--- config.mk ---
export PLATFORM = sky130hd
export DESIGN_NAME = fsrd_chan
export DESIGN_NICKNAME = d
export VERILOG_FILES = /design/src/design/fsrd_pkg.sv /design/src/design/fsrd_chan.sv
export SDC_FILE = /design/constraint.sdc
export NUM_CORES = 1
export LEC_CHECK = 0
export BUFFER_PORTS_ARGS = -buffer_cell sky130_fd_sc_hd__buf_2
export CORE_MARGIN = 2
export CORE_UTILIZATION = 55
export DETAILED_ROUTE_END_ITERATION = 6
export GPL_TIMING_DRIVEN = 0
export PLACE_DENSITY = 0.73
export RECOVER_POWER = 50
export SLEW_MARGIN = 30
export SYNTH_ARGS = -nofsm -noshare
export SYNTH_HDL_FRONTEND = slang
export SYNTH_SLANG_ARGS = --single-unit
--- constraint.sdc ---
create_clock -name clk -period 8.7 [get_ports clk]
set_clock_uncertainty 0.1 [all_clocks]
set_input_delay 1.305 -clock clk [delete_from_list [all_inputs] [get_ports clk]]
set_output_delay 1.305 -clock clk [all_outputs]
set_load 0.005 [all_outputs]
--- src/design/fsrd_pkg.sv ---
package fsrd_pkg;

  // Pixel channels and error storage
  localparam int PIX_W     = 8;
  localparam int NUM_CH    = 3;
  localparam int ERR_W     = 10;
  localparam int MEM_W     = NUM_CH * ERR_W;
  localparam int SUM_W     = ERR_W + 2;
  localparam int DIFF_W    = PIX_W + 1;

  // Configuration port
  localparam int CFG_W     = 12;
  localparam int LINE_W    = 12;
  localparam logic REG_LEVELS     = 1'b0;
  localparam logic REG_LINE_WIDTH = 1'b1;
  localparam logic [PIX_W-1:0]  LEVELS_RESET = 8'd1;
  localparam logic [LINE_W-1:0] WIDTH_RESET  = 12'd640;
  localparam int MIN_WIDTH = 2;
  localparam int MAX_WIDTH_DEFAULT = 2048;

  // Quantiser arithmetic: floor(y / 255) as (y * DIV255_MULT) >> DIV255_SHIFT for 16-bit y
  localparam int Y_W = 16;
  localparam logic [Y_W-1:0] Y_ROUND = 16'd127;
  localparam logic [Y_W-1:0] DIV255_MULT = 16'h8081;
  localparam int DIV255_SHIFT = 23;

  // Reciprocal of levels: ceil(2^RECIP_SHIFT / levels)
  localparam int RECIP_SHIFT = 24;
  localparam int RECIP_W     = RECIP_SHIFT + 1;

  // Diffusion weights in sixteenths
  localparam logic [2:0] SHARE_RIGHT      = 3'd7;
  localparam logic [2:0] SHARE_DOWN_LEFT  = 3'd3;
  localparam logic [2:0] SHARE_DOWN       = 3'd5;
  localparam logic [2:0] SHARE_DOWN_RIGHT = 3'd1;

  // Stage strobes from the sequencer to each channel datapath
  typedef struct packed {
    logic clear;
    logic sum;
    logic mul1;
    logic mul2;
    logic mul3;
    logic commit;
  } chan_ctrl_t;

  // Weighted share of an error, truncated toward zero.
  function automatic logic signed [ERR_W-1:0] share(input logic signed [DIFF_W-1:0] e,
                                                    input logic [2:0] num);
    logic [DIFF_W-1:0]       mag;
    logic [DIFF_W+2:0]       prod;
    logic signed [ERR_W-1:0] s;
    mag  = e[DIFF_W-1] ? DIFF_W'(-e) : DIFF_W'(e);
    prod = (DIFF_W+3)'(mag) * (DIFF_W+3)'(num);
    s    = $signed(ERR_W'(prod >> 4));
    return e[DIFF_W-1] ? ERR_W'(-s) : s;
  endfunction

endpackage

--- src/design/fsrd_chan.sv ---
// One colour channel: error add and clamp, quantise, error split and row carries.
module fsrd_chan (
  input  logic                                 clk,
  input  logic                                 rst,
  input  fsrd_pkg::chan_ctrl_t                 ctrl,
  input  logic [fsrd_pkg::PIX_W-1:0]           pix_in,
  input  logic signed [fsrd_pkg::ERR_W-1:0]    below,
  input  logic [fsrd_pkg::PIX_W-1:0]           lv,
  input  logic [fsrd_pkg::RECIP_W-1:0]         recip,
  input  logic                                 last,
  output logic [fsrd_pkg::PIX_W-1:0]           pix_out,
  output logic signed [fsrd_pkg::ERR_W-1:0]    wr_prev,
  output logic signed [fsrd_pkg::ERR_W-1:0]    npb
);

  localparam int PW   = fsrd_pkg::PIX_W;
  localparam int EW   = fsrd_pkg::ERR_W;
  localparam int SW   = fsrd_pkg::SUM_W;
  localparam int YW   = fsrd_pkg::Y_W;
  localparam int P2_W = 2 * YW;
  localparam int P3_W = fsrd_pkg::RECIP_W + YW;
  localparam logic signed [SW-1:0] PIX_MAX = SW'(255);

  logic signed [EW-1:0] rc;
  logic signed [EW-1:0] pb;
  logic signed [EW-1:0] pbr;
  logic [PW-1:0]        v;
  logic [YW-1:0]        y;
  logic [PW-1:0]        q;
  logic [PW-1:0]        o;

  logic signed [SW-1:0]                 sum;
  logic [PW-1:0]                        v_next;
  logic [P2_W-1:0]                      p2;
  logic [YW-1:0]                        n;
  logic [P3_W-1:0]                      p3;
  logic signed [fsrd_pkg::DIFF_W-1:0]   e;
  logic signed [EW-1:0]                 sh_right;
  logic signed [EW-1:0]                 sh_dl;
  logic signed [EW-1:0]                 sh_down;
  logic signed [EW-1:0]                 sh_dr;

  // Input plus diffused error, clamped to the pixel range.
  always_comb begin
    sum = $signed(SW'(pix_in)) + SW'(rc) + SW'(below);
    if (sum < 0) begin
      v_next = '0;
    end else if (sum > PIX_MAX) begin
      v_next = '1;
    end else begin
      v_next = PW'(sum);
    end
  end

  // Quantiser products.
  assign p2 = P2_W'(y) * P2_W'(fsrd_pkg::DIV255_MULT);
  assign n  = {q, {PW{1'b0}}} - YW'(q);
  assign p3 = P3_W'(n) * P3_W'(recip);

  // Quantisation error and its four shares.
  assign e        = $signed({1'b0, v}) - $signed({1'b0, o});
  assign sh_right = fsrd_pkg::share(e, fsrd_pkg::SHARE_RIGHT);
  assign sh_dl    = fsrd_pkg::share(e, fsrd_pkg::SHARE_DOWN_LEFT);
  assign sh_down  = fsrd_pkg::share(e, fsrd_pkg::SHARE_DOWN);
  assign sh_dr    = fsrd_pkg::share(e, fsrd_pkg::SHARE_DOWN_RIGHT);
  assign wr_prev  = pb + sh_dl;
  assign npb      = pbr + sh_down;
  assign pix_out  = o;

  // Datapath stage registers.
  always_ff @(posedge clk) begin
    if (ctrl.sum) begin
      v <= v_next;
    end
    if (ctrl.mul1) begin
      y <= YW'(lv) * YW'(v) + fsrd_pkg::Y_ROUND;
    end
    if (ctrl.mul2) begin
      q <= PW'(p2 >> fsrd_pkg::DIV255_SHIFT);
    end
    if (ctrl.mul3) begin
      o <= PW'(p3 >> fsrd_pkg::RECIP_SHIFT);
    end
  end

  // Carries along the row; cleared at reset, frame start and row end.
  always_ff @(posedge clk) begin
    if (rst || ctrl.clear) begin
      rc  <= '0;
      pb  <= '0;
      pbr <= '0;
    end else if (ctrl.commit) begin
      if (last) begin
        rc  <= '0;
        pb  <= '0;
        pbr <= '0;
      end else begin
        rc  <= sh_right;
        pb  <= npb;
        pbr <= sh_dr;
      end
    end
  end

endmodule

After elaboration in Yosys (flattened, before gate mapping)
Index checks and enable logic that the tools add are counted.
{"block": "word_totals", "out_inout_bits": 28, "wordCells": 37, "input_bits": 60, "reg_bits": 70}
{"block": "op_classes", "multipliers": 6, "addsub": 12, "order_cmp": 2, "muxes": 9, "n_reduce_logical": 1}
{"op": "$mux 10", "count": 7}
{"op": "$mul 16x25->32", "count": 1}
{"op": "$mul 16x16->31 const B", "count": 1}
{"op": "$mul 9x3->12 const B", "count": 2}
{"op": "$add 10x10->10", "count": 2}
{"op": "$neg 8->10", "count": 2}
{"op": "$add 16x7->16 const B", "count": 1}
{"op": "$mul 8x8->16", "count": 1}
{"op": "$sub 16x8->16", "count": 1}
{"op": "$add 11x10->12", "count": 1}
{"op": "$gt 12x9->1 const B", "count": 1}
{"op": "$lt 12x1->1 const B", "count": 1}
{"op": "$add 9x10->11", "count": 1}
{"op": "$mul 9x2->11 const B", "count": 1}
{"op": "$neg 5->10", "count": 1}
{"op": "$neg 7->10", "count": 1}
{"op": "$mux 9", "count": 1}
{"op": "$neg 9->9", "count": 1}
{"op": "$sub 8x8->9", "count": 1}
{"op": "$mux 8", "count": 1}
{"op": "$logic_or 1x1->1", "count": 1}

Depth between registers and ports, before layout
Gate-level depths: netlist of the first run.
{"block": "logic_depth", "word_depth": 8, "ltp_mapped": 32, "ltp_nobuf": 29}

Worst setup path after synthesis of the first run
Ideal clock, no wire load.
{"block": "synth_timing", "kind": "register to register", "startpoint": "register q[0]", "endpoint": "register o[7], in the netlist pix_out[7], data pin", "synth_period_minus_slack_ns": 7.817, "stages_incl_launch_ff": 29, "path_slack_ns": 0.883, "setup_time_ns": 0.264, "arrival_ns": 7.454, "n_path_buf": 4, "required_ns": 8.336, "cell_sequence": "edfxtp_1 > clkbuf_1 > clkbuf_1 > inv_1 > ha_1 > or3b_2 > a31oi_1 > xor2_1 > clkbuf_1 > clkbuf_1 > nand2_1 > fa_1 > inv_1 > fa_1 > fa_1 > fa_1 > fa_1 > inv_1 > fa_1 > inv_1 > ha_1 > a21o_1 > a221oi_1 > a21boi_0 > a311o_1 > o21ai_0 > o21ai_0 > a221oi_1 > xnor2_1"}
{"block": "synth_via", "elab_chain_cells": 2}
{"item": "start: declaration", "line_no": "fsrd_chan.sv:29", "text": "logic [PW-1:0] q;"}
{"item": "start signal: assignment", "line_no": "fsrd_chan.sv:79", "text": "q <= PW'(p2 >> fsrd_pkg::DIV255_SHIFT);"}
{"item": "$sub 16x8->16", "line_no": "fsrd_chan.sv:57", "text": "assign n = {q, {PW{1'b0}}} - YW'(q);"}
{"item": "$mul 16x25->32", "line_no": "fsrd_chan.sv:58", "text": "assign p3 = P3_W'(n) * P3_W'(recip);"}
{"item": "named net p3[31]", "line_no": "fsrd_chan.sv:36", "text": "logic [P3_W-1:0] p3;"}
{"item": "end signal: assignment", "line_no": "fsrd_chan.sv:82", "text": "o <= PW'(p3 >> fsrd_pkg::RECIP_SHIFT);"}
{"item": "end: declaration", "line_no": "fsrd_chan.sv:30", "text": "logic [PW-1:0] o;"}
The timed path passes the listed nets, and every way through them passes these cells.
A chain may end at the register's enable or synchronous reset.

Final worst setup path of the first run
Same ends and word-level chain as after synthesis.

==> run metrics, run 1 <==
share of cells above drive strength 1=6.62%; Post-Route Utilization=59.7%; most common cell in the netlist=inv_1; Synth Flop Type=edfxtp_1; post-synthesis compound-gate area fraction=8.87%; # DRC=0; Worst-path clk slew=0.06 ns; H-tree depth=3; synthesized area per cell=8.76 µm²; MaxCap Viol Count=0; final count of hold timing violations=0; fmax=120 MHz; list of most frequent post-synthesis cells=inv_1, fa_1, nand2_1; FP Rows=70; Num CTS Buffers=9; Vias per Instance=5.57; Relative slew margins=44.3%; I/O pins=88; Synth Area in Simple Gates=16.5%; Yosys reg bits=69; All-Layer GR Usage=27.2%; Longest Clk Path Bufs=2; starting density of the core=55.4%; worst skew pair latency=0.35 ns; Post-synth EDFFs=40; Worst path most repeated cell=fa_1; Least-Margin Pin Slew=0.834 ns; drt first pass iters=6; asr flop ratio synth=0%; startpoint types=register; sequential cell area fraction in the yosys report=8.86%; post-synthesis mux area share=0.255%; critical path peak fanout=10; hold slack=0.400 ns; I/O Buffers=83; vias in the first global route=17100; area leader, netlist=fa_1; Hold Path Class=register to register; Clock Sinks=69; XOR/XNOR Fraction of Synth Area=4.95%; syn nets=2955; drt first-iter violations=925; CTS tree=built; area added between synthesis and finish=7.78%; remaining antenna violation count=0; largest family of logic cells by synthesized area=adder cells; synth top area cells=fa_1, ha_1, inv_1; CP max stage delay=0.57 ns; largest net degree at the start of global routing=17; crit end category=register; die area=0.0381 mm²; Syn Std Cell Area=0.0201 mm²; Min Clock Period, post-route=8.33 ns; adder-cell share of the synthesized area=50.1%; initial antenna violation count=1; WL per Instance=17.2 µm; final WL=49.4 mm; register area=0.00178 mm²; RD Place Congestion=0.946; Die X=195 µm; # hold bufs at CTS=0; Clock Tree Root=clkbuf_16; CP Class=register to register; DIE HEIGHT=195 µm; Layout Nets=3054; top-area cell type share of the netlist area=34.6%; WP data required=8.69 ns; Yosys Warn Count=0; GRT overflow=0; Final setup viols=0; fill count=3158; first-pass GRT wire length=82.9 mm; post-synthesis cell type count=77; status=completed; slowest cell on the critical path=fa_1; Multi-input gate area=0.0164 mm²; vias=16000; Slew Limit Fails=0; Detail Placement HPWL=41.4 mm; final period utilization=95.8%; Worst Path Arrival=8.33 ns; Core Box Area=0.0363 mm²; Syn Inst Count=2298
kinds of logic after synthesis:
| group | after synthesis |
|---|---|
| XOR/XNOR | 109 |
| flip-flops | 69 |
| buffers and inverters | 554 |
| AND/OR/NAND/NOR | 701 |
| multiplexers | 5 |
| adder cells (fa/ha/maj) | 597 |
| AO/OA/AOI/OAI | 263 |
flip-flops by register name (all words and copies together), names as in the netlist:
name,count
pbr,9
rc,10
y,16
v,8
q,8
pb,10
pix_out,8
critical path, delay by kind of cell, from the launching register on:
kind	cells	cell delay [ns]
simple gates	2	0.53
xor+xnor	2	0.34
fa+ha+maj	8	3.49
compound gates	8	1.95
buf+inv	8	1.19
flops	1	0.44
through the flow:
step                      setup TNS [ns]  cells  cell area, µm²  setup slack [ns]
after floorplan                        0   2298           20100             0.883
after global placement             -5.06   2849           21100            -0.947
after detailed placement           -6.35   2849           21100             -1.11
after CTS                              0   2865           21600           0.00134
after global routing             -0.0734   2871           21700           -0.0734
final                                  0   2872           21700             0.366
timing repair:
action	CTS	global route
pin swaps	1	2
buffers inserted	2	5
setup endpoints to repair	11	7
resized for setup	32	25
cell usage in the layout (no fill, tap or decap), types with 10 or more instances in the layout:
master and instances:
inv_1 466, fa_1 348, nand2_1 336, ha_1 248, and2_1 131, nor2_1 88
buf_2 76, clkbuf_1 76, xnor2_1 72, a21oi_1 64, o21ai_0 40, edfxtp_1 40
dfxtp_1 29, xor2_1 27, nor3_1 26, o21a_1 25, nand3_1 24, and3_1 19
a21o_1 16, a22oi_1 16, a31oi_1 11, or3_1 11, nand4_1 10
routing by layer:
layer / track usage, % / wire [µm] / up-vias
met5: 0 / 0 / -
met4: 10.5 / 2050 / 0
met3: 4.11 / 3530 / 136
met2: 47.6 / 24100 / 573
met1: 33.9 / 19700 / 7862
li1: - / - / 7426
worst paths after layout:
kind / end / slack (ns) / from / cells past startpoint
min reg2reg: pbr[3] / 0.40 / pbr[3] / 2
max reg2reg: pix_out[7] / 0.37 / q[0] / 28
min: pbr[3] / 0.40 / pbr[3] / 2
max: pix_out[7] / 0.37 / q[0] / 28
area by class of cell:
class | count | area share (%)
Multi-Input combinational cell | 1675 | 75.6
Sequential cell | 69 | 8.22
Inverter | 467 | 8.08
Tap cell | 468 | 2.70
Timing Repair Buffer | 90 | 2.07
Buffer | 85 | 1.70
Clock buffer | 9 | 1.04
Clock inverter | 7 | 0.525
Antenna cell | 2 | 0.0231
Power of run 1 is left out: the tool's default activity adds up to more than one toggle a clock period on the data nets, which glitch-free logic cannot reach.
==> run 2, diff against run 1 <==
--- a/config.mk
+++ b/config.mk
@@ -5,6 +5,7 @@
 export SDC_FILE = /design/constraint.sdc
 export NUM_CORES = 1
 export LEC_CHECK = 0
+export ABC_AREA = 1
 export BUFFER_PORTS_ARGS = -buffer_cell sky130_fd_sc_hd__buf_2
 export CORE_MARGIN = 2
 export CORE_UTILIZATION = 55
==> run 2 against run 1 <==
Sequential share of layout area barely moved. Via count rose by 4.4%. Synthesized cell count rose by 13%. Count of clock-buffer cells in the layout rose by 1. Cell count rose by 10%. First-iteration DRC count rose by 5.4%. Global-route usage rose by 0.80 points. Wire length rose by 2.2%. Fmax rose by 2.7%. Sequential cell count did not move. Register-to-register slack improved by 0.22 ns. Synthesized area rose by 1.2%. Critical endpoint unchanged. Highest routed layer is now met5.
==> run metrics, run 2 <==
status=completed; vias=16700; Yosys Warn Count=0; wire length on met2=24.7 mm; MaxCap Viol Count=0; TNS Setup=0 ns; worst path bufs/invs=11; most common cell after layout, fill and taps aside=inv_1; Final setup viols=0; CP delay by family, top=adder cells; final period utilization=93.3%; adder-cell share of the synthesized area=49.5%; All-Layer GR Usage=28.0%; RD Place Congestion=0.953; Clock Sinks=69; crit end category=register; Vias per Instance=5.28; fill count=3369; most frequent cells in the layout=inv_1, nand2_1, fa_1; WL per Instance=15.9 µm; share of cells above drive strength 1=5.23%; Worst-path clk slew=0.06 ns; Relative slew margins=40.0%; initial antenna violation count=2; remaining antenna violation count=0; largest net degree at the start of global routing=17; startpoint types=register; I/O pins=88; first-pass GRT wire length=85.3 mm; Detail Placement HPWL=43.3 mm; DIE HEIGHT=196 µm; final count of hold timing violations=0; WP data required=8.67 ns; r2r endpoint=pix_out[7]; worst skew pair latency=0.34 ns; final WL=50.5 mm; synth top area cells=fa_1, ha_1, inv_1; Hold EP=pbr[8]; Layout Nets=3348; CP max stage delay=0.62 ns; Non-Filler Instances=3165; largest family of logic cells by synthesized area=adder cells; fmax=123 MHz; post-synthesis mux area share=0%; synthesized area per cell=7.81 µm²; Least-Margin Pin Slew=0.899 ns; drt first-iter violations=975; DP Cell Count=3150; max reg flops=16; Synth Flop Type=edfxtp_1; Hold Path Class=register to register; Worst Path Arrival=8.09 ns; asr flop ratio synth=0%; Slew Limit Fails=0; uppermost layer routed=met5; wl on met1=20.5 mm; GRT overflow=0; starting density of the core=55.8%; I/O Buffers=75; largest register by flop count=y; slowest cell on the critical path=clkbuf_1; Syn Std Cell Area=0.0204 mm²; syn nets=3264; most common cell in the netlist=inv_1; sequential cell area fraction in the yosys report=8.75%; Worst path most repeated cell=inv_1; Worst R2R Path Depth=31; # DRC=0; Yosys reg bits=69; post-synthesis cell type count=49; Num CTS Buffers=9; hold_sp=pbr[8]; # hold bufs at CTS=0; Reg-to-Reg Start=q[2]; R2R Setup Slk=0.59 ns; H-tree depth=3; Core Box Area=0.0365 mm²; Min Clock Period, post-route=8.11 ns; Post-synth EDFFs=40; Syn Inst Count=2607; vias in the first global route=17600; WHS Path Cells=2; Synth Area in Simple Gates=18.6%; RSZ-0062 raised after global routing=no; post-synthesis compound-gate area fraction=5.76%; area added between synthesis and finish=6.21%; drt first pass iters=5; Die X=196 µm; list of most frequent post-synthesis cells=inv_1, nand2_1, fa_1; WL met3=3.64 mm; Longest Clk Path Bufs=2; critical path peak fanout=10; area leader, netlist=fa_1; die area=0.0386 mm²; biggest regs=y x16, pb x10, rc x10; XOR/XNOR Fraction of Synth Area=4.10%; Clock Tree Root=clkbuf_16; top-area cell type share of the netlist area=34.2%; FP Rows=70; CP Class=register to register; CTS tree=built
==> run 2: cell count changes in the layout (fill, tap and decap cells not counted), sizes merged, moves of 13 or more <==
cell,previous run,this run
nand2,336,627
inv,466,640
and2,133,1
nor2,89,181
xnor2,74,24
a21oi,68,116
nand3,25,68
xor2,32,67
o21a,25,3
and3,20,0
nor3,28,9
a22oi,16,0
clkbuf,95,82
==> run 2: tightest hold or removal path: stages (launching register included) <==
cell and delay (ns):
dfxtp_1 0.31, nand2_1 0.06, a21oi_1 0.05
==> run 2: timing repair <==
item / CTS / global route
gates resized for setup: 1 / 7
gates cloned: 0 / 0
setup buffers: 0 / 2
pin swaps: 0 / 0
endpoints found under the setup margin: 2 / 7
==> run 2: per-stage QoR <==
| step | utilization [%] | hold WS (ns) | worst slack, ns | cell area (µm²) |
|---|---|---|---|---|
| after floorplan | - | 0.349 | 1.33 | 20400 |
| after global placement | 58.4 | 0.359 | 0.209 | 21300 |
| after detailed placement | 58.4 | 0.367 | 0.0525 | 21300 |
| after CTS | 59.2 | 0.378 | 0.000855 | 21600 |
| after global routing | 59.2 | 0.406 | 0.0159 | 21600 |
| final | 59.2 | 0.373 | 0.586 | 21600 |
==> run 2: logic make-up after synthesis <==
| group | Yosys count |
|---|---|
| AND/OR/NAND/NOR | 924 |
| AO/OA/AOI/OAI | 208 |
| adder cells (fa/ha/maj) | 597 |
| flip-flops | 69 |
| XOR/XNOR | 91 |
| buffers and inverters | 718 |
==> run 2: worst max path at each step <==
| stage | from | cells past startpoint | to |
|---|---|---|---|
| 3_5_place_dp | v[0] | 39 | npb[9] |
| 6_report | q[2] | 31 | pix_out[7] |
| 4_1_cts | v[0] | 38 | npb[9] |
| 5_1_grt | pix_out[0] | 36 | npb[9] |
| 2_1_floorplan | v[0] | 38 | npb[9] |
| 3_3_place_gp | v[0] | 39 | npb[9] |
==> run 2: layer usage <==
metal | global-route usage [%] | up-vias
met1 | 35.6 | 8114
met5 | 0 | -
met4 | 9.82 | 2
li1 | - | 7967
met2 | 48.4 | 519
met3 | 4.65 | 103
==> run 2: layout make-up <==
class	count	area [µm²]	share of cell area (%)
Multi-Input combinational cell	1820	15900	73.5
Inverter	642	2410	11.1
Sequential cell	69	1780	8.24
Tap cell	468	586	2.71
Timing Repair Buffer	77	378	1.75
Buffer	72	285	1.32
Clock buffer	10	250	1.16
Clock inverter	6	50.0	0.231
Antenna cell	1	2.50	0.0116
Power of run 2 is left out for the same reason.
