## src/design/fsrd_pkg.sv

```systemverilog
package fsrd_pkg;

  // Pixel channels and error storage
  localparam int PIX_W     = 8;
  localparam int NUM_CH    = 3;
  localparam int ERR_W     = 10;
  localparam int MEM_W     = NUM_CH * ERR_W;
  localparam int SUM_W     = ERR_W + 2;
  localparam int DIFF_W    = PIX_W + 1;

  // Configuration port
  localparam int CFG_W     = 12;
  localparam int LINE_W    = 12;
  localparam logic REG_LEVELS     = 1'b0;
  localparam logic REG_LINE_WIDTH = 1'b1;
  localparam logic [PIX_W-1:0]  LEVELS_RESET = 8'd1;
  localparam logic [LINE_W-1:0] WIDTH_RESET  = 12'd640;
  localparam int MIN_WIDTH = 2;
  localparam int MAX_WIDTH_DEFAULT = 2048;

  // Quantiser arithmetic: floor(y / 255) as (y * DIV255_MULT) >> DIV255_SHIFT for 16-bit y
  localparam int Y_W = 16;
  localparam logic [Y_W-1:0] Y_ROUND = 16'd127;
  localparam logic [Y_W-1:0] DIV255_MULT = 16'h8081;
  localparam int DIV255_SHIFT = 23;

  // Reciprocal of levels: ceil(2^RECIP_SHIFT / levels)
  localparam int RECIP_SHIFT = 24;
  localparam int RECIP_W     = RECIP_SHIFT + 1;

  // Diffusion weights in sixteenths
  localparam logic [2:0] SHARE_RIGHT      = 3'd7;
  localparam logic [2:0] SHARE_DOWN_LEFT  = 3'd3;
  localparam logic [2:0] SHARE_DOWN       = 3'd5;
  localparam logic [2:0] SHARE_DOWN_RIGHT = 3'd1;

  // Stage strobes from the sequencer to each channel datapath
  typedef struct packed {
    logic clear;
    logic sum;
    logic mul1;
    logic mul2;
    logic mul3;
    logic commit;
  } chan_ctrl_t;

  // Weighted share of an error, truncated toward zero.
  function automatic logic signed [ERR_W-1:0] share(input logic signed [DIFF_W-1:0] e,
                                                    input logic [2:0] num);
    logic [DIFF_W-1:0]       mag;
    logic [DIFF_W+2:0]       prod;
    logic signed [ERR_W-1:0] s;
    mag  = e[DIFF_W-1] ? DIFF_W'(-e) : DIFF_W'(e);
    prod = (DIFF_W+3)'(mag) * (DIFF_W+3)'(num);
    s    = $signed(ERR_W'(prod >> 4));
    return e[DIFF_W-1] ? ERR_W'(-s) : s;
  endfunction

endpackage

```

## src/design/fsrd_recip.sv

```systemverilog
// Restoring divider producing ceil(2^RECIP_SHIFT / divisor), one quotient bit per cycle.
module fsrd_recip (
  input  logic                                clk,
  input  logic                                rst,
  input  logic                                start,
  input  logic [fsrd_pkg::PIX_W-1:0]          divisor,
  output logic [fsrd_pkg::RECIP_W-1:0]        recip,
  output logic                                busy
);

  localparam int RW    = fsrd_pkg::RECIP_W;
  localparam int DW    = fsrd_pkg::PIX_W;
  localparam int CNT_W = $clog2(RW);

  logic [RW-1:0]    sh;
  logic [DW-1:0]    rem;
  logic [DW-1:0]    dvs;
  logic [CNT_W-1:0] cnt;
  logic [DW:0]      trial;
  logic             fits;

  // One restoring step: bring down the next numerator bit and try a subtraction.
  assign trial = {rem, sh[RW-1]};
  assign fits  = trial >= {1'b0, dvs};

  always_ff @(posedge clk) begin
    if (rst) begin
      busy <= 1'b0;
      cnt  <= '0;
      sh   <= RW'(1) << fsrd_pkg::RECIP_SHIFT;
      rem  <= '0;
      dvs  <= DW'(1);
    end else if (start) begin
      // Numerator 2^N + d - 1 turns the floor division into a ceiling.
      busy <= 1'b1;
      cnt  <= '0;
      dvs  <= divisor;
      rem  <= '0;
      sh   <= (RW'(1) << fsrd_pkg::RECIP_SHIFT) + RW'(divisor) - RW'(1);
    end else if (busy) begin
      rem <= fits ? DW'(trial - {1'b0, dvs}) : DW'(trial);
      sh  <= {sh[RW-2:0], fits};
      cnt <= cnt + CNT_W'(1);
      if (cnt == CNT_W'(RW - 1)) begin
        busy <= 1'b0;
      end
    end
  end

  assign recip = sh;

endmodule

```

## config.mk

```make
export PLATFORM = sky130hd
export DESIGN_NAME = fsrd_recip
export DESIGN_NICKNAME = d
export VERILOG_FILES = /design/src/design/fsrd_pkg.sv /design/src/design/fsrd_recip.sv
export SDC_FILE = /design/constraint.sdc
export NUM_CORES = 1
export LEC_CHECK = 0
export BUFFER_PORTS_ARGS = -buffer_cell sky130_fd_sc_hd__buf_2
export CAP_MARGIN = 20
export CELL_PAD_IN_SITES_DETAIL_PLACEMENT = 2
export CELL_PAD_IN_SITES_GLOBAL_PLACEMENT = 2
export CORE_ASPECT_RATIO = 2
export CORE_MARGIN = 2
export CORE_UTILIZATION = 31
export CTS_CLUSTER_SIZE = 16
export DETAILED_ROUTE_END_ITERATION = 8
export PLACE_DENSITY = 0.85
export SYNTH_ARGS = -nofsm -noshare
export SYNTH_HDL_FRONTEND = slang
export SYNTH_SLANG_ARGS = --single-unit
```

## constraint.sdc

```tcl
create_clock -name clk -period 2.15 [get_ports clk]
set_input_delay 0.5375 -clock clk [delete_from_list [all_inputs] [get_ports clk]]
set_output_delay 0.5375 -clock clk [all_outputs]
set_load 0.05 [all_outputs]
```

# Word-level counts from Yosys, hierarchy flattened
# Cells that the tools add are included.
dict set report word_totals {
  ff_bits 47
  output_inout_bits 26
  wordCells 19
}
dict set report classes {
  n_addsub 4
  magnitude_cmp 1
  n_eq_ne 1
  muxes 6
  n_reduce_logical 2
}
# operator count
set op_table {}
lappend op_table {{25-bit 2-to-1 mux} 2}
lappend op_table {{25-bit by 8-bit adder with 25-bit output, first input constant} 1}
lappend op_table {{25-bit by 1-bit subtractor with 25-bit output, second input constant} 1}
lappend op_table {{9-bit by 8-bit greater-or-equal comparator with 1-bit output} 1}
lappend op_table {{8-bit 2-to-1 mux} 1}
lappend op_table {{8-bit subtractor} 1}
lappend op_table {{5-bit by 1-bit adder with 5-bit output, second input constant} 1}
lappend op_table {{5-bit == test, second input constant} 1}
lappend op_table {{1-bit 2-to-1 mux} 3}
lappend op_table {{2-bit nonzero test} 1}
lappend op_table {{2-bit OR reduction} 1}

# Logic depth before layout (Yosys ltp)
# Gate-level depths: netlist (run 1).
dict set report depth {
  depth_word 4
  mapped_depth 9
  depth_no_buf 9
}

# Least setup slack after synthesis (run 1)
# Ideal clock, no wire load.
dict set report synth_path {
  kind {register to register}
  from {register sh[24], in the netlist recip[24]}
  to {register rem[6]}
  t_arrival_ns 2.193
  path_slack_ns -0.161
  path_stages_with_launch 10
  n_path_buf 0
  cell_sequence {dfxtp_1 > inv_1 > ha_1 > fa_1 > nor2b_4 > o31a_1 > o21a_1 > o21ai_0 > and3_1 > o221a_1}
}
dict set report synth_between {
  elab_chain_len 2
  elab_cells_between_ends 3
  cone_classes {1 x add/sub; 1 x order compare; 1 x mux}
}
# element line_no
set synth_lines {}
lappend synth_lines {{start: declaration} fsrd_recip.sv:15} ;# logic [RW-1:0] sh;
lappend synth_lines {{start signal: assignment} fsrd_recip.sv:30} ;# sh <= RW'(1) << fsrd_pkg::RECIP_SHIFT;
lappend synth_lines {{start signal: assignment} fsrd_recip.sv:39} ;# sh <= (RW'(1) << fsrd_pkg::RECIP_SHIFT) + RW'(divisor) - RW'(1);
lappend synth_lines {{start signal: assignment} fsrd_recip.sv:42} ;# sh <= {sh[RW-2:0], fits};
lappend synth_lines {{8-bit subtractor or 9-bit by 8-bit greater-or-equal comparator with 1-bit output (tied branches)} {fsrd_recip.sv:41, fsrd_recip.sv:24}}
lappend synth_lines {{8-bit 2-to-1 mux (*)} fsrd_recip.sv:41} ;# rem <= fits ? DW'(trial - {1'b0, dvs}) : DW'(trial);
lappend synth_lines {{end signal: assignment} fsrd_recip.sv:41}
lappend synth_lines {{end: declaration} fsrd_recip.sv:16} ;# logic [DW-1:0] rem;
# Mark *: on every way between the ends. The rest lies on a longest branch, timed or not.
# A chain may end at the register's enable or synchronous reset.

# Worst setup path in the final report (run 1)
# Same ends and word-level chain as after synthesis.

==> metrics, run 1 <==
TritonCTS clock tree yes; largest net degree at the start of global routing 27; CTS root buf clkbuf_16; synth warn 0; Sw Ratio 0.329; area growth from synthesis to layout 24.5%; Max VDD drop about 0.39 mV; largest family of logic cells by synthesized area compound AO/OA/AOI/OAI gates; fillers around 900; CTS Sinks 47; number of flops mapped to enable cells by yosys 0; CTS Buffer Depth 2; Post-Synth Adder-Cell Area 0.0694; skew final between 0.007 and 0.008 ns; Tot Pwr 2.44 mW; Comb pwr share 0.269; Initial DRT Pass Iterations 4; number of global-route vias before repair between 2000 and 3000; crit path max fanout 3; Routability Congestion about 0.80; ANT cells 0; H-tree levels 2; total congestion overflow 0; WHS around 0.50 ns; Leakage about 1.3 nW; crit path DAT 2.34 ns; CP Data Required Time between 2 and 2.5 ns; Internal 1.64 mW; vias per std cell about 5.4; hold crit path type reg2reg; Post-Syn Instances roughly 280; die area about 8700 µm²; via count between 2000 and 2500; first-pass GRT wire length 13200 µm; top post-synthesis cells by count dfxtp_1, nor2_1, a211oi_1; Net Switching 802 µW; Power Density ~800 nW/µm²; initial antenna violation count 0; die span in x 66.9 µm; final antenna-violating net count 0; Area contributors post-synth dfxtp_1, a211oi_1, ha_1, nor2_1, mux2i_1; min cycle time layout ~2.2 ns; port bufs 36; failing checks setup timing; final hold viol count 0; core area 7660 µm²; Yosys reg bits 47; Rows 45; XOR/XNOR Fraction of Synth Area 0.0357; Reg power frac 0.397; TritonCTS buffer count 5; status complete, but fails checks; worst skew pair latency between 0.2 and 0.3 ns; Crit. End Element register; Clk pin slew, worst setup/hold paths 0.07 ns; Syn Nets 307; Finished Layout Cells approximately 420; io pins 37; Yosys cell types 44; residual DRC count 0; Slew @ Worst Pin roughly 0.74 ns; share of cells above drive strength 1 0.255; wire per inst about 20 µm; DIE HEIGHT between 100 and 150 µm; CP Class reg2reg; Final nets around 350; pre-CTS WS -0.0419 ns; Starting Density 0.320; crit share post-route 1.01; synthesized area approximately 2500 µm²; Slew Limit Headroom 0.504; Post-synth ARST share 0; Avg Inst Size Synth about 8.7 µm²; Starting DRT DRC Count between 100 and 150; multi-input logic area approximately 1400 µm²; commonest register cell after synthesis dfxtp_1; Compound-Gate Fraction of Synth Area 0.209; FMAX ~460 MHz; post-synth top area cell dfxtp_1; most common cell in the netlist dfxtp_1; sequential share of the synthesized area 0.383; mux cell area share after synthesis 0.0673; Seq. cell area roughly 950 µm²; Max Slew Vio Count 0; post-DP HPWL between 6000 and 7000 µm; placed cell count between 400 and 500; wirelength, routed roughly 8400 µm; max cap viols 0; clock share of power 0.335; unrepaired setup endpoints after global routing yes; critical path startpoint category register; endpoints failing setup 1; slack of the critical path -0.0134 ns; # hold bufs at CTS 0; Post-Synth Simple-Gate Area 0.181; GRT Resource Usage Total 0.204; area share of the largest cell type after synthesis 0.383
cell families (layout without fill, tap and decap cells):
kind of cell,count (synthesis),count (layout)
buffers and inverters,33,80
flip-flops,47,47
multiplexers,16,16
AND/OR/NAND/NOR,89,89
AO/OA/AOI/OAI,75,75
adder cells (fa/ha/maj),13,13
XOR/XNOR,10,10
worst max-delay path, cell delays in order, from the launching register on:
cell and delay [ns]:
dfxtp_4 0.36, inv_4 0.06, ha_4 0.15, fa_2 0.24, nor2b_4 0.05, o31a_1 0.30, o21a_1 0.22, or3_1 0.31
and3_1 0.15, o221a_1 0.21
final cells by class:
| type | instances | share of cell area |
|---|---|---|
| Multi-Input combinational cell | 203 | 0.474 |
| Sequential cell | 47 | 0.310 |
| Timing Repair Buffer | 55 | 0.106 |
| Clock buffer | 6 | 0.0455 |
| Tap cell | 94 | 0.0385 |
| Inverter | 17 | 0.0217 |
| Clock inverter | 2 | 0.00532 |
sequential cells by signal, summed over array words and instances, names as in the netlist:
signal / count
busy: 1
cnt: 5
dvs: 8
recip: 25
rem: 8
worst paths after layout:
path / startpoint / end / slack (ns) / depth (start not counted)
setup / recovery: recip[24]$_SDFFE_PP1P_ / rem[6]$_SDFFE_PP0P_ / -0.01 / 9
hold reg to reg: recip[12]$_SDFFE_PP0P_ / recip[13]$_SDFFE_PP0P_ / 0.50 / 2
hold / removal: recip[12]$_SDFFE_PP0P_ / recip[13]$_SDFFE_PP0P_ / 0.50 / 2
setup reg to reg: recip[24]$_SDFFE_PP1P_ / rem[6]$_SDFFE_PP0P_ / -0.01 / 9
stage by stage:
step / TNS, ns / util / cell area [µm²]
after floorplan: 0 / - / 2460
after global placement: 0 / 0.367 / 2810
after detailed placement: -0.0607 / 0.367 / 2810
after CTS: 0 / 0.391 / 2990
after global routing: -0.158 / 0.399 / 3060
final: -0.0134 / 0.399 / 3060
power groups by stage:
stage | combinational, mW | sequential (mW) | clock (mW)
2_1_floorplan | 0.320 | 1.09 | 0
3_3_place_gp | 0.577 | 0.980 | 0
3_5_place_dp | 0.603 | 0.985 | 0
4_1_cts | 0.622 | 0.969 | 0.833
5_1_grt | 0.708 | 0.975 | 0.861
6_report | 0.656 | 0.968 | 0.817
metal layers:
| metal | share of wire | vias up | GRT usage |
|---|---|---|---|
| met5 | 0 | - | 0 |
| met4 | 0.031 | 0 | 0.0876 |
| met3 | 0.026 | 17 | 0.0250 |
| met2 | 0.59 | 49 | 0.416 |
| met1 | 0.36 | 1145 | 0.190 |
| li1 | - | 1084 | - |
placed cells by master, fill, tap and decap left out, drive strengths merged, types with 2 or more instances in the layout:
master   n
and3     2
nand2    8
o31ai    3
xnor2    5
inv     17
or3      2
a21oi   14
dfxtp   47
nand4    3
nor2b    8
xor2     5
a211oi  26
nand2b  15
nor3     2
a21o     2
or2      3
ha      12
nor2    38
mux2i   12
clkbuf   6
buf     55
o21a     8
o21ai   14
nand3    5
mux2     4
what timing repair did:
item                       CTS  global route
pin swaps                    2             6
buffers inserted             0             3
resized for setup            4             9
setup endpoints to repair    3             5
Note: power is estimated with default switching activity, not from simulation.
==> run 2, diff against run 1 <==
BUFFER_PORTS_ARGS = not set   (was -buffer_cell sky130_fd_sc_hd__buf_2)
CORE_UTILIZATION = 34   (was 31)
DONT_BUFFER_PORTS = 1   (was not set)
MAX_ROUTING_LAYER = met4   (was not set)
PLACE_DENSITY = 0.83   (was 0.85)
REMOVE_ABC_BUFFERS = 1   (was not set)
==> metrics, run 2 (synthesized netlist as in run 1, its figures left out) <==
max cap viols 0 (unchanged); total congestion overflow 0 (unchanged); critical path startpoint category register; max reg flops 25 (unchanged); Final nets 309 (-12%); residual DRC count 0 (unchanged); largest net degree at the start of global routing 50 (+85%); commonest non-fill, non-tap cell in the layout dfxtp_1; slack of the critical path -0.00191 ns (+0.0115 ns); Top Metal Used met4; Max Slew Vio Count 0 (unchanged); routed wl met2 4200 µm (-15%); Starting Density 0.354 (+0.0331); number of global-route vias before repair 2212 (-13%); H-tree levels 2 (unchanged); Leakage 1.06 nW (-17%); CTS root buf clkbuf_16; Internal 1.55 mW (-5.2%); setup TNS -0.00191 ns (+0.0115 ns); port bufs 0 (-100%); crit share post-route 1.00 (-0.00536); crit path DAT 2.33 ns (about the same); Rows 43 (-4.4%); first-pass GRT wire length 11600 µm (-12%); via count 2065 (-10%); initial antenna violation count 0 (unchanged); final hold viol count 0 (unchanged); Finished Layout Cells 376 (-11%); Post-Layout Inst Area 2780 µm² (-9.0%); Area after DPL 2580 µm² (-8.3%); WL met1 2610 µm (-13%); failing checks setup timing; CTS Buffer Depth 2 (unchanged); CP max stage delay 0.40 ns (+0.04 ns); Slew Limit Headroom 0.484 (-0.0195); critical-path cell list ha_4 > fa_2 > nor2b_4 > o31a_1 > o21a_1 > or3_1 > and3_1 > o221a_1; largest delay contributor family on the critical path compound AO/OA/AOI/OAI gates; Comb pwr share 0.189 (-0.080); TritonCTS clock tree yes; WL met3 263 µm (+21%); Max VDD drop 0.344 mV (-12%); CTS Sinks 47 (unchanged); area growth from synthesis to layout 13.3%; CP Data Required Time 2.33 ns (about the same); DIE HEIGHT 124 µm (-4.4%); endpoints failing setup 1 (unchanged); core area 6940 µm² (-9.4%); wirelength, routed 7270 µm (-14%); crit path max fanout 3 (unchanged); ANT cells 0 (unchanged); min cycle time layout 2.15 ns (-0.0115 ns); FMAX 465 MHz (+0.54%); Sw Ratio 0.325 (-0.00399); post-DP HPWL 5200 µm (-14%); clock share of power 0.344 (+0.009); worst skew pair latency 0.30 ns (about the same); TritonCTS buffer count 5 (unchanged); die area 7950 µm² (-8.4%); Reg power frac 0.467 (+0.070); die span in x 64.1 µm (-4.2%); most frequent cells in the layout dfxtp_1, nor2_1, a211oi_1; Routability Congestion 0.857 (+7.6%); wire per inst 19.3 µm (-2.6%); CP bufs+invs 0 (-1); final antenna-violating net count 0 (unchanged); crit path max-delay cell type dfxtp_1; status complete, but fails checks; Clk pin slew, worst setup/hold paths 0.07 ns (about the same); skew final 0.00649 ns (-0.00104 ns); Net Switching 747 µW (-6.9%); hold crit path type in2reg; CP Class reg2reg; placed cell count 366 (-11%); share of cells above drive strength 1 0.133 (-0.122); GRT Resource Usage Total 0.200 (-0.00344); # hold bufs at CTS 0 (unchanged); Power Density 828 nW/µm² (+3.6%); Slew @ Worst Pin 0.774 ns (+0.0328 ns); io pins 37 (unchanged); vias per std cell 5.49 (+1.5%); Starting DRT DRC Count 109 (-19%); Initial DRT Pass Iterations 4 (unchanged); Crit. End Element register
[run 2: cell type report]
class                      instances  area [µm²]
clock inverter                     3        20.0
tap                               90         113
fill                             755        4160
inverter                          17        63.8
multi-input combinational        203        1420
timing repair buffer              11        95.1
clock buffer                       5         125
sequential                        47         945
[run 2: repair_timing]
item | 4_1_cts | 5_1_grt
resized for setup | 3 | 10
endpoints found under the setup margin | 3 | 9
pin swaps | 3 | 4
buffers inserted | 1 | 1
[run 2: routing by layer]
metal / track usage / up-vias
li1: - / 993
met1: 0.194 / 1027
met2: 0.374 / 34
met3: 0.0416 / 11
met4: 0.0910 / 0
met5: - / -
[run 2: worst paths after layout]
check                            from                      to  slack [ns]  cells past startpoint
setup / recovery  dvs[0]$_SDFFE_PP1P_     rem[6]$_SDFFE_PP0P_      -0.002                      8
hold reg to reg   dvs[4]$_SDFFE_PP0P_     dvs[4]$_SDFFE_PP0P_        0.51                      2
setup reg to reg  dvs[0]$_SDFFE_PP1P_     rem[6]$_SDFFE_PP0P_      -0.002                      8
hold / removal                    rst  recip[12]$_SDFFE_PP0P_        0.31                      1
[run 2: per-stage QoR]
step / hold slack, ns / power (mW) / util / worst slack, ns
5_1_grt: 0.300 / 2.41 / 0.401 / -0.0516
4_1_cts: 0.299 / 2.31 / 0.395 / 0.00101
3_5_place_dp: 0.494 / 1.50 / 0.372 / -0.0349
6_report: 0.308 / 2.30 / 0.401 / -0.00191
3_3_place_gp: 0.475 / 1.48 / 0.372 / 0.0371
2_1_floorplan: 0.460 / 1.37 / - / -0.624
[run 2: power groups by stage]
stage               clock network [mW]  registers (mW)  logic (mW)
floorplan                            0            1.10       0.276
global placement                     0            1.09       0.392
detailed placement                   0            1.09       0.408
CTS                              0.820            1.07       0.419
global route                     0.845            1.08       0.482
finish                           0.793            1.07       0.434
==> run 3, diff against run 2 <==
CTS_CLUSTER_DIAMETER = 100   (was not set)
REMOVE_ABC_BUFFERS = not set   (was 1)
==> metrics, run 3 (synthesized netlist as in run 1, its figures left out) <==
Starting DRT DRC Count 121 (+11%); Clk pin slew, worst setup/hold paths 0.07 ns (about the same); GRT Resource Usage Total 0.219 (+0.0191); min cycle time layout 2.11 ns (-0.0384 ns); total congestion overflow 0 (unchanged); Slew @ Worst Pin 0.839 ns (+0.0653 ns); Starting Density 0.354 (unchanged); number of global-route vias before repair 2346 (+6.1%); DIE HEIGHT 124 µm (unchanged); Final Util 0.410 (+0.00937); area growth from synthesis to layout 16.0%; wire per inst 21.3 µm (+10%); CP Class reg2reg; Final nets 311 (+0.65%); die span in x 64.1 µm (unchanged); most frequent cells in the layout dfxtp_1, nor2_1, a211oi_1; crit path max fanout 3 (unchanged); vias per std cell 5.58 (+1.5%); wirelength, routed 8050 µm (+11%); max cap viols 0 (unchanged); unrepaired setup endpoints after global routing yes; ANT cells 0 (unchanged); Initial DRT Pass Iterations 4 (unchanged); CP Data Required Time 2.34 ns (about the same); max reg flops 25 (unchanged); largest net degree at the start of global routing 50 (unchanged); critical-path cell list inv_4 > ha_4 > fa_2 > nor2b_4 > o31a_1 > o21a_1 > or3_1 > and3_1 > o221a_1; residual DRC count 0 (unchanged); Slew Limit Headroom 0.438 (-0.0461); setup TNS 0 ns (+0.00191 ns); status complete, no violations; FMAX 473 MHz (+1.8%); Crit. End Element register; H-tree levels 2 (unchanged); skew final 0.00695 ns (+0.000469 ns); CP max stage delay 0.36 ns (-0.04 ns); crit share post-route 0.983 (-0.0178); initial antenna violation count 0 (unchanged); commonest non-fill, non-tap cell in the layout dfxtp_1; via count 2108 (+2.1%); CTS root buf clkbuf_16; WHS 0.313 ns (+0.00505 ns); CTS Buffer Depth 2 (unchanged); crit path DAT 2.30 ns (-0.03 ns); die area 7950 µm² (unchanged); worst skew pair latency 0.29 ns (about the same); TritonCTS clock tree yes; critical path startpoint category register; io pins 37 (unchanged); core area 6940 µm² (unchanged); pre-CTS WS -0.0161 ns (+0.0188 ns); Routability Congestion 0.839 (-2.1%); Tot Pwr 2.55 mW (+11%); final hold viol count 0 (unchanged); crit path max-delay cell type dfxtp_4; first-pass GRT wire length 12700 µm (+9.3%); port bufs 0 (unchanged); Max Slew Vio Count 0 (unchanged); Power Density 897 nW/µm² (+8.4%); final antenna-violating net count 0 (unchanged); TritonCTS buffer count 5 (unchanged); hold crit path type in2reg; CTS Sinks 47 (unchanged); Leakage 1.09 nW (+2.5%); share of cells above drive strength 1 0.139 (+0.00602); Max VDD drop 0.322 mV (-6.4%); post-DP HPWL 5750 µm (+11%); slack of the critical path 0.0364 ns (+0.0384 ns); endpoints failing setup 0 (-1); Rows 43 (unchanged)
[run 3: changes by cell type in the layout (fill, tap and decap cells not counted), moves of 2 or more]
cell,previous run,this run
buf_4,10,13
a21oi_2,0,2
bufinv_16,0,2
ha_4,1,3
o21ai_0,10,12
[run 3: timing repair]
action / 4_1_cts / 5_1_grt
pin swaps: 1 / 6
hold buffers: 0 / 0
resized for setup: 0 / 8
gates cloned: 0 / 0
setup buffers: 1 / 2
endpoints found under the setup margin: 1 / 8
[run 3: critical path: cells and delay by family (launching register included)]
kind | cells | cell delay [ns]
buffers and inverters | 1 | 0.06
AND/OR/NAND/NOR | 3 | 0.53
AO/OA/AOI/OAI | 3 | 0.67
adder cells (fa/ha/maj) | 2 | 0.38
flip-flops | 1 | 0.36
[run 3: per-stage QoR]
step | std cells | instance area [µm²]
6_report | 378 | 2850
4_1_cts | 376 | 2780
5_1_grt | 378 | 2850
3_5_place_dp | 367 | 2580
2_1_floorplan | 283 | 2460
3_3_place_gp | 367 | 2580
[run 3: report_power, final]
part | internal, mW | switching (mW)
combinational | 0.214 | 0.233
sequential | 0.922 | 0.163
clock | 0.666 | 0.354
total | 1.80 | 0.751
[run 3: worst paths after layout]
kind                                        startpoint                    end  slack, ns  depth (start not counted)
worst max-delay path            recip[24]$_SDFFE_PP1P_    rem[6]$_SDFFE_PP0P_       0.04                          9
worst min-delay path                               rst  recip[5]$_SDFFE_PP0P_       0.31                          1
worst max register to register  recip[24]$_SDFFE_PP1P_    rem[6]$_SDFFE_PP0P_       0.04                          9
worst min register to register     dvs[2]$_SDFFE_PP0P_    dvs[2]$_SDFFE_PP0P_       0.50                          2
[run 3: area by class of cell]
| cell class | count | area [µm²] |
|---|---|---|
| Inverter | 17 | 66.3 |
| Tap cell | 90 | 113 |
| Clock buffer | 5 | 125 |
| Timing Repair Buffer | 13 | 97.6 |
| Sequential cell | 47 | 947 |
| Multi-Input combinational cell | 203 | 1430 |
| Clock inverter | 3 | 67.6 |
| Fill cell | 744 | 4100 |
[run 3: layer usage]
| layer | vias up | share of wire | track usage |
|---|---|---|---|
| li1 | 998 | - | - |
| met1 | 1042 | 0.33 | 0.195 |
| met2 | 48 | 0.59 | 0.430 |
| met3 | 20 | 0.043 | 0.0479 |
| met4 | 0 | 0.037 | 0.0978 |
| met5 | - | 0 | - |
